**config.mk**
```make
export PLATFORM = sky130hd
export DESIGN_NAME = position_velocity_kalman_tracker_core_flat
export DESIGN_NICKNAME = d
export VERILOG_FILES = /design/src/rtl/pvk_pkg.sv /design/src/rtl/pvk_req_if.sv /design/src/rtl/pvk_res_if.sv /design/src/rtl/position_velocity_kalman_tracker_core.sv /design/src/flat_wrapper.sv
export SDC_FILE = /design/constraint.sdc
export NUM_CORES = 2
export LEC_CHECK = 0
export BUFFER_PORTS_ARGS = -buffer_cell sky130_fd_sc_hd__buf_2
export CAP_MARGIN = 20
export CORE_ASPECT_RATIO = 1.2
export CORE_MARGIN = 10
export CORE_UTILIZATION = 45
export CTS_BUF_LIST = sky130_fd_sc_hd__clkbuf_8
export DETAILED_ROUTE_END_ITERATION = 7
export SYNTH_ARGS = -nofsm -noshare
export SYNTH_HDL_FRONTEND = slang
export SYNTH_SLANG_ARGS = --single-unit
```
**constraint.sdc**
```tcl
create_clock -name i_clk -period 25.3 [get_ports i_clk]
set_clock_uncertainty 0.1 [all_clocks]
set_input_delay 0 -clock i_clk [delete_from_list [all_inputs] [get_ports i_clk]]
set_output_delay 0 -clock i_clk [all_outputs]
set_load 0.05 [all_outputs]
```
**src/rtl/pvk_pkg.sv**
```systemverilog
// ----------------------------------------------------------------------------
// pvk_pkg
// Types, constants and helpers shared by the position/velocity tracker.
// ----------------------------------------------------------------------------
package pvk_pkg;

    localparam int WORD_W = 32;
    localparam int FRAC_W = 16;
    localparam int WIDE_W = 2 * WORD_W + 2;
    localparam int MUL_A_W = WORD_W + 1;
    localparam int MUL_P_W = MUL_A_W + WORD_W;
    localparam int DIV_N_W = WORD_W + 1 + FRAC_W;
    localparam int DIV_D_W = WORD_W + 1;
    localparam int GAIN_W = FRAC_W + 1;
    localparam int CNT_W = 6;
    localparam int AXES = 3;

    localparam logic [CNT_W-1:0] MUL_LAST = CNT_W'(WORD_W - 1);
    localparam logic [CNT_W-1:0] DIV_LAST = CNT_W'(DIV_N_W - 1);
    localparam logic [GAIN_W-1:0] ONE_Q = GAIN_W'(1) << FRAC_W;

    typedef enum logic [1:0] {
        REQ_LOAD    = 2'd0,
        REQ_PREDICT = 2'd1,
        REQ_UPDATE  = 2'd2,
        REQ_PROJECT = 2'd3
    } t_req_type;

    localparam logic [1:0] CFG_Q  = 2'd0;
    localparam logic [1:0] CFG_R  = 2'd1;
    localparam logic [1:0] CFG_DT = 2'd2;

    typedef struct packed {
        logic [1:0]               req_type;
        logic signed [WORD_W-1:0] in_x;
        logic signed [WORD_W-1:0] in_y;
        logic signed [WORD_W-1:0] in_z;
        logic signed [WORD_W-1:0] in_vx;
        logic signed [WORD_W-1:0] in_vy;
        logic signed [WORD_W-1:0] in_vz;
        logic [WORD_W-1:0]        horizon;
    } t_req;

    typedef struct packed {
        logic signed [WORD_W-1:0] est_x;
        logic signed [WORD_W-1:0] est_y;
        logic signed [WORD_W-1:0] est_z;
        logic signed [WORD_W-1:0] est_vx;
        logic signed [WORD_W-1:0] est_vy;
        logic signed [WORD_W-1:0] est_vz;
    } t_res;

    typedef enum logic [3:0] {
        ST_IDLE,
        ST_DISPATCH,
        ST_ADV_MUL,
        ST_ADV_DONE,
        ST_GAIN_DIV,
        ST_GAIN_DONE,
        ST_CORR_MUL,
        ST_CORR_DONE,
        ST_VAR_MUL,
        ST_VAR_DONE,
        ST_VEL_DIV,
        ST_VEL_DONE,
        ST_NEXT,
        ST_OUT
    } t_state;

    // clamp a wide signed value to the signed word range
    function automatic logic signed [WORD_W-1:0] sat_s(input logic signed [WIDE_W-1:0] v);
        logic signed [WIDE_W-1:0] hi;
        logic signed [WIDE_W-1:0] lo;
        hi = WIDE_W'((64'sd1 <<< (WORD_W - 1)) - 64'sd1);
        lo = -hi - WIDE_W'(1);
        if (v > hi) begin
            sat_s = hi[WORD_W-1:0];
        end else if (v < lo) begin
            sat_s = lo[WORD_W-1:0];
        end else begin
            sat_s = v[WORD_W-1:0];
        end
    endfunction

endpackage

```
**src/rtl/pvk_req_if.sv**
```systemverilog
// ----------------------------------------------------------------------------
// pvk_req_if
// Request channel: valid/ready handshake with one request item.
// ----------------------------------------------------------------------------
interface pvk_req_if;
    logic          valid;
    logic          ready;
    pvk_pkg::t_req data;

    modport source (output valid, output data, input ready);
    modport sink   (input valid, input data, output ready);
endinterface

```
**src/rtl/pvk_res_if.sv**
```systemverilog
// ----------------------------------------------------------------------------
// pvk_res_if
// Result channel: valid/ready handshake with one estimate item.
// ----------------------------------------------------------------------------
interface pvk_res_if;
    logic          valid;
    logic          ready;
    pvk_pkg::t_res data;

    modport source (output valid, output data, input ready);
    modport sink   (input valid, input data, output ready);
endinterface

```
**src/rtl/position_velocity_kalman_tracker_core.sv**
```systemverilog
// ----------------------------------------------------------------------------
// position_velocity_kalman_tracker_core
// Three-axis scalar Kalman tracker in Q16.16 with bit-serial arithmetic.
// ----------------------------------------------------------------------------
// One request is taken at a time and the three axes are worked in turn through
// a shared shift-add multiplier and a shared restoring divider, one bit per
// cycle. An update takes two divisions and two multiplications per axis. An
// update whose gain denominator is zero skips its arithmetic for that axis. The
// result sits in an output register, so the next request is taken while the
// previous result waits for its transfer.
module position_velocity_kalman_tracker_core (
    input  logic        i_clk,
    input  logic        i_rst_n,
    input  logic        i_cfg_we,
    input  logic [1:0]  i_cfg_idx,
    input  logic [31:0] i_cfg_data,
    pvk_req_if.sink     i_req,
    pvk_res_if.source   o_res
);

    localparam int W  = pvk_pkg::WORD_W;
    localparam int F  = pvk_pkg::FRAC_W;
    localparam int WW = pvk_pkg::WIDE_W;
    localparam int AW = pvk_pkg::MUL_A_W;
    localparam int PW = pvk_pkg::MUL_P_W;
    localparam int NW = pvk_pkg::DIV_N_W;
    localparam int DW = pvk_pkg::DIV_D_W;
    localparam int GW = pvk_pkg::GAIN_W;

    // configuration registers
    logic [W-1:0] r_q, r_r, r_dt;

    // filter state per axis
    logic signed [W-1:0] r_pos [pvk_pkg::AXES];
    logic signed [W-1:0] r_vel [pvk_pkg::AXES];
    logic [W-1:0]        r_var [pvk_pkg::AXES];
    logic signed [W-1:0] r_res [pvk_pkg::AXES];

    // sequencer
    pvk_pkg::t_state r_state, n_state;
    pvk_pkg::t_req   r_req;
    logic [1:0]      r_axis;
    logic [pvk_pkg::CNT_W-1:0] r_cnt;

    // serial multiplier: product register shares its low half with the multiplier
    logic [AW-1:0] r_mul_a;
    logic [PW-1:0] r_mul_p;
    logic          r_neg;

    // serial divider
    logic [DW-1:0] r_div_rem;
    logic [NW-1:0] r_div_q;
    logic [DW-1:0] r_div_d;

    logic [GW-1:0]       r_gain;
    logic signed [W:0]   r_delta;

    // output register
    logic          r_out_valid;
    pvk_pkg::t_res r_out;

    // control decoded from the state
    logic w_in_ready;
    logic w_out_load;
    logic w_mul_step;
    logic w_div_step;

    // ------------------------------------------------------------------------
    // per-axis operand selection
    logic signed [W-1:0] w_pin, w_vin, w_pos, w_vel;
    logic [W-1:0]        w_var;
    always_comb begin
        w_pos = r_pos[r_axis];
        w_vel = r_vel[r_axis];
        w_var = r_var[r_axis];
        unique case (r_axis)
            2'd0: begin
                w_pin = r_req.in_x;
                w_vin = r_req.in_vx;
            end
            2'd1: begin
                w_pin = r_req.in_y;
                w_vin = r_req.in_vy;
            end
            default: begin
                w_pin = r_req.in_z;
                w_vin = r_req.in_vz;
            end
        endcase
    end

    // ------------------------------------------------------------------------
    // one multiplier bit: add the multiplicand into the top half, shift right
    logic [AW:0]   w_mul_sum;
    logic [PW-1:0] w_mul_next;
    always_comb begin
        w_mul_sum  = {1'b0, r_mul_p[PW-1:W]} + (r_mul_p[0] ? {1'b0, r_mul_a} : '0);
        w_mul_next = {w_mul_sum, r_mul_p[W-1:1]};
    end

    // signed product rounded toward minus infinity
    logic signed [WW-1:0] w_prod;
    logic signed [WW-1:0] w_prod_fl;
    logic signed [WW-1:0] w_pos_sum;
    always_comb begin
        w_prod    = $signed({1'b0, r_mul_p});
        if (r_neg) begin
            w_prod = -w_prod;
        end
        w_prod_fl = w_prod >>> F;
        w_pos_sum = WW'(w_pos) + w_prod_fl;
    end

    // one divider bit: restoring step
    logic [DW:0]   w_rem_sh;
    logic [DW:0]   w_rem_sub;
    logic          w_ge;
    always_comb begin
        w_rem_sh  = {r_div_rem, r_div_q[NW-1]};
        w_rem_sub = w_rem_sh - {1'b0, r_div_d};
        w_ge      = (w_rem_sh >= {1'b0, r_div_d});
    end

    // update operands
    logic [DW-1:0]        w_s;
    logic signed [W:0]    w_diff;
    logic [W:0]           w_diff_mag;
    logic [W:0]           w_delta_mag;
    logic [W-1:0]         w_vel_mag;
    logic [GW-1:0]        w_gain;
    logic signed [W-1:0]  w_nx;
    logic signed [WW-1:0] w_vel_q;
    logic [PW-F-1:0]      w_var_sh;
    logic [W-1:0]         w_var_new;
    always_comb begin
        w_s         = {1'b0, w_var} + {1'b0, r_r};
        w_diff      = $signed({w_pin[W-1], w_pin}) - $signed({w_pos[W-1], w_pos});
        w_diff_mag  = w_diff[W] ? (W+1)'(-w_diff) : w_diff;
        w_delta_mag = r_delta[W] ? (W+1)'(-r_delta) : r_delta;
        w_vel_mag   = w_vel[W-1] ? W'(-w_vel) : w_vel;
        w_gain      = (r_div_q > NW'(pvk_pkg::ONE_Q)) ? pvk_pkg::ONE_Q : r_div_q[GW-1:0];
        w_nx        = pvk_pkg::sat_s(w_pos_sum);
        w_vel_q     = WW'($signed({1'b0, r_div_q}));
        if (r_neg) begin
            w_vel_q = -w_vel_q;
        end
        w_var_sh    = r_mul_p[PW-1:F];
        w_var_new   = (w_var_sh > (PW-F)'({W{1'b1}})) ? {W{1'b1}} : w_var_sh[W-1:0];
    end

    // ------------------------------------------------------------------------
    // next state
    always_comb begin
        n_state = r_state;
        unique case (r_state)
            pvk_pkg::ST_IDLE: begin
                if (i_req.valid) begin
                    n_state = pvk_pkg::ST_DISPATCH;
                end
            end
            pvk_pkg::ST_DISPATCH: begin
                unique case (r_req.req_type)
                    pvk_pkg::REQ_LOAD:    n_state = pvk_pkg::ST_NEXT;
                    pvk_pkg::REQ_UPDATE:  n_state = (w_s == '0) ? pvk_pkg::ST_NEXT
                                                                : pvk_pkg::ST_GAIN_DIV;
                    default:              n_state = pvk_pkg::ST_ADV_MUL;
                endcase
            end
            pvk_pkg::ST_ADV_MUL:  if (r_cnt == pvk_pkg::MUL_LAST) n_state = pvk_pkg::ST_ADV_DONE;
            pvk_pkg::ST_ADV_DONE: n_state = pvk_pkg::ST_NEXT;
            pvk_pkg::ST_GAIN_DIV: if (r_cnt == pvk_pkg::DIV_LAST) n_state = pvk_pkg::ST_GAIN_DONE;
            pvk_pkg::ST_GAIN_DONE: n_state = pvk_pkg::ST_CORR_MUL;
            pvk_pkg::ST_CORR_MUL: if (r_cnt == pvk_pkg::MUL_LAST) n_state = pvk_pkg::ST_CORR_DONE;
            pvk_pkg::ST_CORR_DONE: n_state = pvk_pkg::ST_VAR_MUL;
            pvk_pkg::ST_VAR_MUL:  if (r_cnt == pvk_pkg::MUL_LAST) n_state = pvk_pkg::ST_VAR_DONE;
            pvk_pkg::ST_VAR_DONE: begin
                n_state = (r_dt == '0) ? pvk_pkg::ST_NEXT : pvk_pkg::ST_VEL_DIV;
            end
            pvk_pkg::ST_VEL_DIV:  if (r_cnt == pvk_pkg::DIV_LAST) n_state = pvk_pkg::ST_VEL_DONE;
            pvk_pkg::ST_VEL_DONE: n_state = pvk_pkg::ST_NEXT;
            pvk_pkg::ST_NEXT: begin
                n_state = (r_axis == 2'd2) ? pvk_pkg::ST_OUT : pvk_pkg::ST_DISPATCH;
            end
            pvk_pkg::ST_OUT: begin
                if (!r_out_valid || o_res.ready) begin
                    n_state = pvk_pkg::ST_IDLE;
                end
            end
            default: n_state = pvk_pkg::ST_IDLE;
        endcase
    end

    // control outputs
    always_comb begin
        w_in_ready = (r_state == pvk_pkg::ST_IDLE);
        w_out_load = (r_state == pvk_pkg::ST_OUT) && (!r_out_valid || o_res.ready);
        w_mul_step = (r_state == pvk_pkg::ST_ADV_MUL) || (r_state == pvk_pkg::ST_CORR_MUL)
                  || (r_state == pvk_pkg::ST_VAR_MUL);
        w_div_step = (r_state == pvk_pkg::ST_GAIN_DIV) || (r_state == pvk_pkg::ST_VEL_DIV);
    end

    assign i_req.ready = w_in_ready;
    assign o_res.valid = r_out_valid;
    assign o_res.data  = r_out;

    // ------------------------------------------------------------------------
    // control registers
    always_ff @(posedge i_clk) begin
        if (!i_rst_n) begin
            r_state     <= pvk_pkg::ST_IDLE;
            r_out_valid <= 1'b0;
            r_q         <= '0;
            r_r         <= W'(65536);
            r_dt        <= W'(65536);
            for (int a = 0; a < pvk_pkg::AXES; a++) begin
                r_pos[a] <= '0;
                r_vel[a] <= '0;
                r_var[a] <= '0;
            end
        end else begin
            r_state <= n_state;
            if (w_out_load) begin
                r_out_valid <= 1'b1;
            end else if (o_res.ready) begin
                r_out_valid <= 1'b0;
            end
            if (i_cfg_we) begin
                unique case (i_cfg_idx)
                    pvk_pkg::CFG_Q:  r_q  <= i_cfg_data;
                    pvk_pkg::CFG_R:  r_r  <= i_cfg_data;
                    pvk_pkg::CFG_DT: r_dt <= i_cfg_data;
                    default: ;
                endcase
            end
            // state writes of the axis at work
            unique case (r_state)
                pvk_pkg::ST_DISPATCH: begin
                    if (r_req.req_type == pvk_pkg::REQ_LOAD) begin
                        r_pos[r_axis] <= w_pin;
                        r_vel[r_axis] <= w_vin;
                        r_var[r_axis] <= r_q;
                    end else if (r_req.req_type == pvk_pkg::REQ_PREDICT) begin
                        r_var[r_axis] <= ({1'b0, w_var} + {1'b0, r_q} > {1'b0, {W{1'b1}}})
                                       ? {W{1'b1}} : w_var + r_q;
                    end else if (r_req.req_type == pvk_pkg::REQ_UPDATE && w_s == '0) begin
                        r_vel[r_axis] <= '0;
                    end
                end
                pvk_pkg::ST_ADV_DONE: begin
                    if (r_req.req_type == pvk_pkg::REQ_PREDICT) begin
                        r_pos[r_axis] <= w_nx;
                    end
                end
                pvk_pkg::ST_CORR_DONE: r_pos[r_axis] <= w_nx;
                pvk_pkg::ST_VAR_DONE: begin
                    r_var[r_axis] <= w_var_new;
                    if (r_dt == '0) begin
                        r_vel[r_axis] <= '0;
                    end
                end
                pvk_pkg::ST_VEL_DONE: r_vel[r_axis] <= pvk_pkg::sat_s(w_vel_q);
                default: ;
            endcase
        end
    end

    // datapath registers
    always_ff @(posedge i_clk) begin
        if (w_in_ready && i_req.valid) begin
            r_req  <= i_req.data;
            r_axis <= 2'd0;
        end
        if (w_mul_step) begin
            r_mul_p <= w_mul_next;
        end
        if (w_div_step) begin
            r_div_rem <= w_ge ? w_rem_sub[DW-1:0] : w_rem_sh[DW-1:0];
            r_div_q   <= {r_div_q[NW-2:0], w_ge};
        end
        r_cnt <= r_cnt + 1'b1;
        unique case (r_state)
            pvk_pkg::ST_DISPATCH: begin
                r_cnt <= '0;
                if (r_req.req_type == pvk_pkg::REQ_UPDATE) begin
                    r_div_rem <= '0;
                    r_div_q   <= NW'({w_var, {F{1'b0}}});
                    r_div_d   <= w_s;
                end else begin
                    // velocity times step or horizon
                    r_mul_a <= AW'(w_vel_mag);
                    r_neg   <= w_vel[W-1];
                    r_mul_p <= PW'((r_req.req_type == pvk_pkg::REQ_PROJECT)
                                   ? r_req.horizon : r_dt);
                end
            end
            pvk_pkg::ST_ADV_DONE: begin
                if (r_req.req_type == pvk_pkg::REQ_PROJECT) begin
                    r_res[r_axis] <= w_nx;
                end
            end
            pvk_pkg::ST_GAIN_DONE: begin
                // gain times innovation
                r_cnt   <= '0;
                r_gain  <= w_gain;
                r_mul_a <= w_diff_mag;
                r_neg   <= w_diff[W];
                r_mul_p <= PW'(w_gain);
            end
            pvk_pkg::ST_CORR_DONE: begin
                // (1 - gain) times variance
                r_cnt   <= '0;
                r_delta <= $signed({w_nx[W-1], w_nx}) - $signed({w_pos[W-1], w_pos});
                r_mul_a <= AW'(w_var);
                r_neg   <= 1'b0;
                r_mul_p <= PW'(pvk_pkg::ONE_Q - r_gain);
            end
            pvk_pkg::ST_VAR_DONE: begin
                // position change scaled by one over the step
                r_cnt     <= '0;
                r_neg     <= r_delta[W];
                r_div_rem <= '0;
                r_div_q   <= {w_delta_mag, {F{1'b0}}};
                r_div_d   <= {1'b0, r_dt};
            end
            pvk_pkg::ST_NEXT: begin
                if (r_req.req_type != pvk_pkg::REQ_PROJECT) begin
                    r_res[r_axis] <= w_pos;
                end
                r_axis <= r_axis + 2'd1;
            end
            default: ;
        endcase
        if (w_out_load) begin
            r_out.est_x  <= r_res[0];
            r_out.est_y  <= r_res[1];
            r_out.est_z  <= r_res[2];
            r_out.est_vx <= r_vel[0];
            r_out.est_vy <= r_vel[1];
            r_out.est_vz <= r_vel[2];
        end
    end

    // ------------------------------------------------------------------------
    // a new result shows up only from the output step of the sequencer
    a_out_from_seq: assert property (@(posedge i_clk) disable iff (!i_rst_n)
        $rose(r_out_valid) |-> $past(r_state == pvk_pkg::ST_OUT))
        else $error("result valid without finishing the axes");

    // the axis counter stays on a real axis while work is in flight
    a_axis_range: assert property (@(posedge i_clk) disable iff (!i_rst_n)
        (r_state == pvk_pkg::ST_DISPATCH) |-> (r_axis != 2'd3))
        else $error("axis counter out of range");

    // gain quotient never exceeds one since var never exceeds var + r
    a_gain_bound: assert property (@(posedge i_clk) disable iff (!i_rst_n)
        (r_state == pvk_pkg::ST_GAIN_DONE) |-> (r_div_q <= NW'(pvk_pkg::ONE_Q)))
        else $error("gain above one");

endmodule

```
**src/flat_wrapper.sv**
```systemverilog
// flat-port wrapper written by rule: the top's interface ports become plain ports
module position_velocity_kalman_tracker_core_flat 
  (i_clk, i_rst_n, i_cfg_we, i_cfg_idx, i_cfg_data, i_req_valid, i_req_data, i_req_ready, o_res_valid, o_res_data, o_res_ready);
  pvk_req_if i_req_i ();
  pvk_res_if o_res_i ();
  input  logic i_clk;
  input  logic i_rst_n;
  input  logic i_cfg_we;
  input  logic [1:0] i_cfg_idx;
  input  logic [31:0] i_cfg_data;
  input wire logic [$bits(i_req_i.valid)-1:0] i_req_valid;
  input wire logic [$bits(i_req_i.data)-1:0] i_req_data;
  output wire logic [$bits(i_req_i.ready)-1:0] i_req_ready;
  output wire logic [$bits(o_res_i.valid)-1:0] o_res_valid;
  output wire logic [$bits(o_res_i.data)-1:0] o_res_data;
  input wire logic [$bits(o_res_i.ready)-1:0] o_res_ready;
  assign i_req_i.valid = i_req_valid;
  assign i_req_i.data = i_req_data;
  assign i_req_ready = i_req_i.ready;
  assign o_res_valid = o_res_i.valid;
  assign o_res_data = o_res_i.data;
  assign o_res_i.ready = o_res_ready;
  position_velocity_kalman_tracker_core u_core (.i_clk(i_clk), .i_rst_n(i_rst_n), .i_cfg_we(i_cfg_we), .i_cfg_idx(i_cfg_idx), .i_cfg_data(i_cfg_data), .i_req(i_req_i), .o_res(o_res_i));
endmodule
```
==> flow_summary.json <==
{
  "outcome": "finished clean",
  "critical_path.startpoint_type": "flop",
  "maxClockFrequency_ghz": 0.0807,
  "yosys_warnings": 0,
  "most_common_library_cell_in_the_layout_ignoring_fill_and_taps": "sky130_fd_sc_hd__edfxtp_1",
  "post_synth_inst_count": 6244,
  "min_path_type": "input port to flop",
  "cts-hold-fix-buffers": 544,
  "setup_viol": 0,
  "regArea_mm2": 0.0357,
  "cp_data_arrival_time_ps": 12990,
  "final.setup.tns_ps": 0,
  "first_pass_drt_iterations": 8,
  "critical_path.endpoint_type": "flop",
  "post-dp-hpwl_mm": 171,
  "worst-endpoint-required_ps": 25900,
  "grt_util_met2_pct": 46.0,
  "synth_area_mm2": 0.0669,
  "fin_area_mm2": 0.0809,
  "busiest_layer": "met2",
  "nFillCells": 12700,
  "die_height_um": 442,
  "ctsLongestPathBuffers": 3,
  "multi_input_area_mm2": 0.0292,
  "layout_common_cells": "1017 x sky130_fd_sc_hd__edfxtp_1, 723 x sky130_fd_sc_hd__nand2_1, 547 x sky130_fd_sc_hd__nor2_1",
  "die_area_mm2": 0.164,
  "final_hold_viol_count": 0,
  "grt_use_met1_pct": 35.1,
  "gp_routability_congestion": 0.955,
  "critical-path-top-cell-by-count": "sky130_fd_sc_hd__or4_4",
  "postSynthRegisterBits": 1273,
  "core.rowCount": 154,
  "cts_repair_resize_count": 0,
  "cts_made_buffers": 202,
  "total_wire_length_mm": 240,
  "die_x_um": 372,
  "tritoncts": "built",
  "design.portCount": 459,
  "via_count": 54700,
  "cp_top_family": "simple AND/OR/NAND/NOR gates",
  "htree_levels": 4,
  "number_of_enable_type_register_cells_in_the_synthesized_netlist": 1017,
  "initial_core_util_pct": 45.4,
  "grt_util_met3_pct": 5.72,
  "synth.distinct_cells": 88,
  "yosys.area.top_type": "sky130_fd_sc_hd__edfxtp_1",
  "synth_flop_cell": "sky130_fd_sc_hd__edfxtp_1",
  "ys_seq_area_share_pct": 53.3,
  "numClockSinks": 1273,
  "layout.core_utilization_pct": 54.9,
  "cts_post_setup_buffers_inserted": 0,
  "timing.critical_path.fanout_max": 35,
  "pin_count_of_the_biggest_net_entering_global_routing": 179,
  "synth_top_area_share_pct": 45.7,
  "worst-slew-pin-transition_ps": 1090,
  "fp.coreArea_mm2": 0.147,
  "ys_async_sr_fraction_pct": 0,
  "post-route-drc-count": 0,
  "dr.first_iter.drc_count": 5596,
  "number_of_antenna_violations_at_the_first_check_in_global_routing": 12,
  "power_mw": 11.0,
  "crit_path_top_delay_cell": "sky130_fd_sc_hd__dfxtp_1",
  "grt_setup_unrepaired": "false",
  "syn_to_final_growth_pct": 20.9,
  "mappedNetlistNets": 6774,
  "via_per_inst": 5.85,
  "globalRouteOverflowTotal": 0,
  "vdd_ir_drop_max_uv": 117,
  "globalRouteTotalUtil_pct": 28.3,
  "placed_cell_area_mm2": 0.0712,
  "finalCritPeriodShare_pct": 49.0,
  "p_leak_nw": 31.8,
  "placed_cells_incl_taps": 8418,
  "detail_route.wl_per_cell_um": 25.6,
  "slew-limit-headroom_pct": 27.2,
  "clk_pin_slew_ps": 60,
  "critPathKind": "flop to flop",
  "power_per_cell_area_mw_per_mm2": 136,
  "layout_min_cycle_time_ps": 12390,
  "slew_viol_final": 0,
  "critical_path_buf_inv_count": 2,
  "syn_area_per_cell_um2": 10.7,
  "number_of_antenna_violating_nets_in_the_routed_design": 0,
  "most_area_consuming_cells_after_synthesis": "sky130_fd_sc_hd__edfxtp_1 46%, sky130_fd_sc_hd__dfxtp_1 7.7%, sky130_fd_sc_hd__ha_1 4.8%",
  "clockRootBuffer": "sky130_fd_sc_hd__clkbuf_8",
  "finish.cell_count_without_fillers": 9357,
  "slowest_delay_ps": 640,
  "grt_first_pass_wirelength_mm": 352,
  "share_of_post_route_cells_with_drive_strength_above_1_pct": 14.0,
  "port_buffer_count": 458,
  "drv_cap": 0,
  "grt_pass1_vias": 54200,
  "num-nets-final": 7749,
  "clkLatencyLatePin_ps": 1010
}
[path summary, 6_finish.rpt]
check	startpoint	endpoint	slack, ps	cells after the start
min reg2reg	u_core.r_res[2][19]	o_res_data[115]	310	0
max	u_core.r_mul_p[0]	u_core.r_delta[32]	12910	41
max reg2reg	u_core.r_mul_p[0]	u_core.r_delta[32]	12910	41
min	i_req_data[98]	u_core.r_req[98]	140	3
[routing by layer]
metal  up-vias  part of all wire [%]
li1      25000                     -
met5         -                 0.011
met3       536                   7.6
met4         4                   6.0
met2      2366                    47
met1     26800                    39
[report_power, final]
part	leakage, nW	internal (mW)	switching, mW
registers	11.8	2.83	0.267
clock network	2.34	0.937	0.892
logic	17.7	2.15	3.96
total	31.8	5.91	5.12
[kinds of logic (layout without fill, tap and decap cells)]
kind of cell,count (synthesis),after routing,synth area share (%)
AND/OR/NAND/NOR,2015,2015,13.9
AO/OA/AOI/OAI,1564,1564,15.1
flip-flops,1273,1273,53.3
buffers and inverters,566,1714,3.19
XOR/XNOR,387,387,5.07
adder cells (fa/ha/maj),265,265,5.04
multiplexers,174,174,4.39
other,0,15,0
[sequential cells by signal, summed over array words and instances, names as in the netlist, 6 cells and up, named ones only]
name and count:
u_core.r_mul_p 65, u_core.r_res 96, u_core.r_pos 128, u_core.r_div_q 49, u_core.r_delta 33, u_core.r_mul_a 33, u_core.r_q 32, u_core.r_gain 17
o_res_data 192, u_core.r_vel 128, u_core.r_div_d 33, u_core.r_div_rem 33, u_core.r_cnt 6, u_core.r_var 128, u_core.r_dt 32, u_core.r_req 226
u_core.r_r 32
[Yosys cell counts (75+ instances only)]
cell,number
sky130_fd_sc_hd__a21o_1,117
sky130_fd_sc_hd__edfxtp_1,1017
sky130_fd_sc_hd__xnor2_1,201
sky130_fd_sc_hd__nand2_1,727
sky130_fd_sc_hd__mux4_2,95
sky130_fd_sc_hd__o31ai_1,81
sky130_fd_sc_hd__nand3_1,75
sky130_fd_sc_hd__a22oi_1,79
sky130_fd_sc_hd__and2_1,85
sky130_fd_sc_hd__a21boi_0,110
sky130_fd_sc_hd__inv_1,246
sky130_fd_sc_hd__o21ai_0,327
sky130_fd_sc_hd__nor2_1,550
sky130_fd_sc_hd__xor2_1,186
sky130_fd_sc_hd__dfxtp_1,256
sky130_fd_sc_hd__a21oi_1,414
sky130_fd_sc_hd__mux2i_1,75
sky130_fd_sc_hd__ha_1,258
sky130_fd_sc_hd__clkbuf_1,288
sky130_fd_sc_hd__nor3_1,199
[tightest hold or removal path, stage by stage]
cell and delay (ps):
sky130_fd_sc_hd__dlygate4sd3_1 510, sky130_fd_sc_hd__buf_2 90, sky130_fd_sc_hd__dlygate4sd3_1 530
[final cells by class]
class / count / share of cell area, %
diodes: 15 / 0.0464
clock buffers: 226 / 3.85
clock inverters: 151 / 1.32
inverters: 249 / 1.16
multi-input cells: 4405 / 36.1
flip-flops and latches: 1273 / 44.1
well taps: 1950 / 3.02
repair buffers: 1088 / 10.4
[per-stage QoR]
| stage | setup slack [ps] | hold WS [ps] |
|---|---|---|
| after floorplan | 14790 | -1.13 |
| after global placement | 13110 | 76.2 |
| after detailed placement | 13010 | 78.1 |
| after CTS | 12860 | 45.0 |
| after global routing | 12040 | 116 |
| final | 12910 | 138 |
No activity file was read; power rests on OpenSTA's default activity.
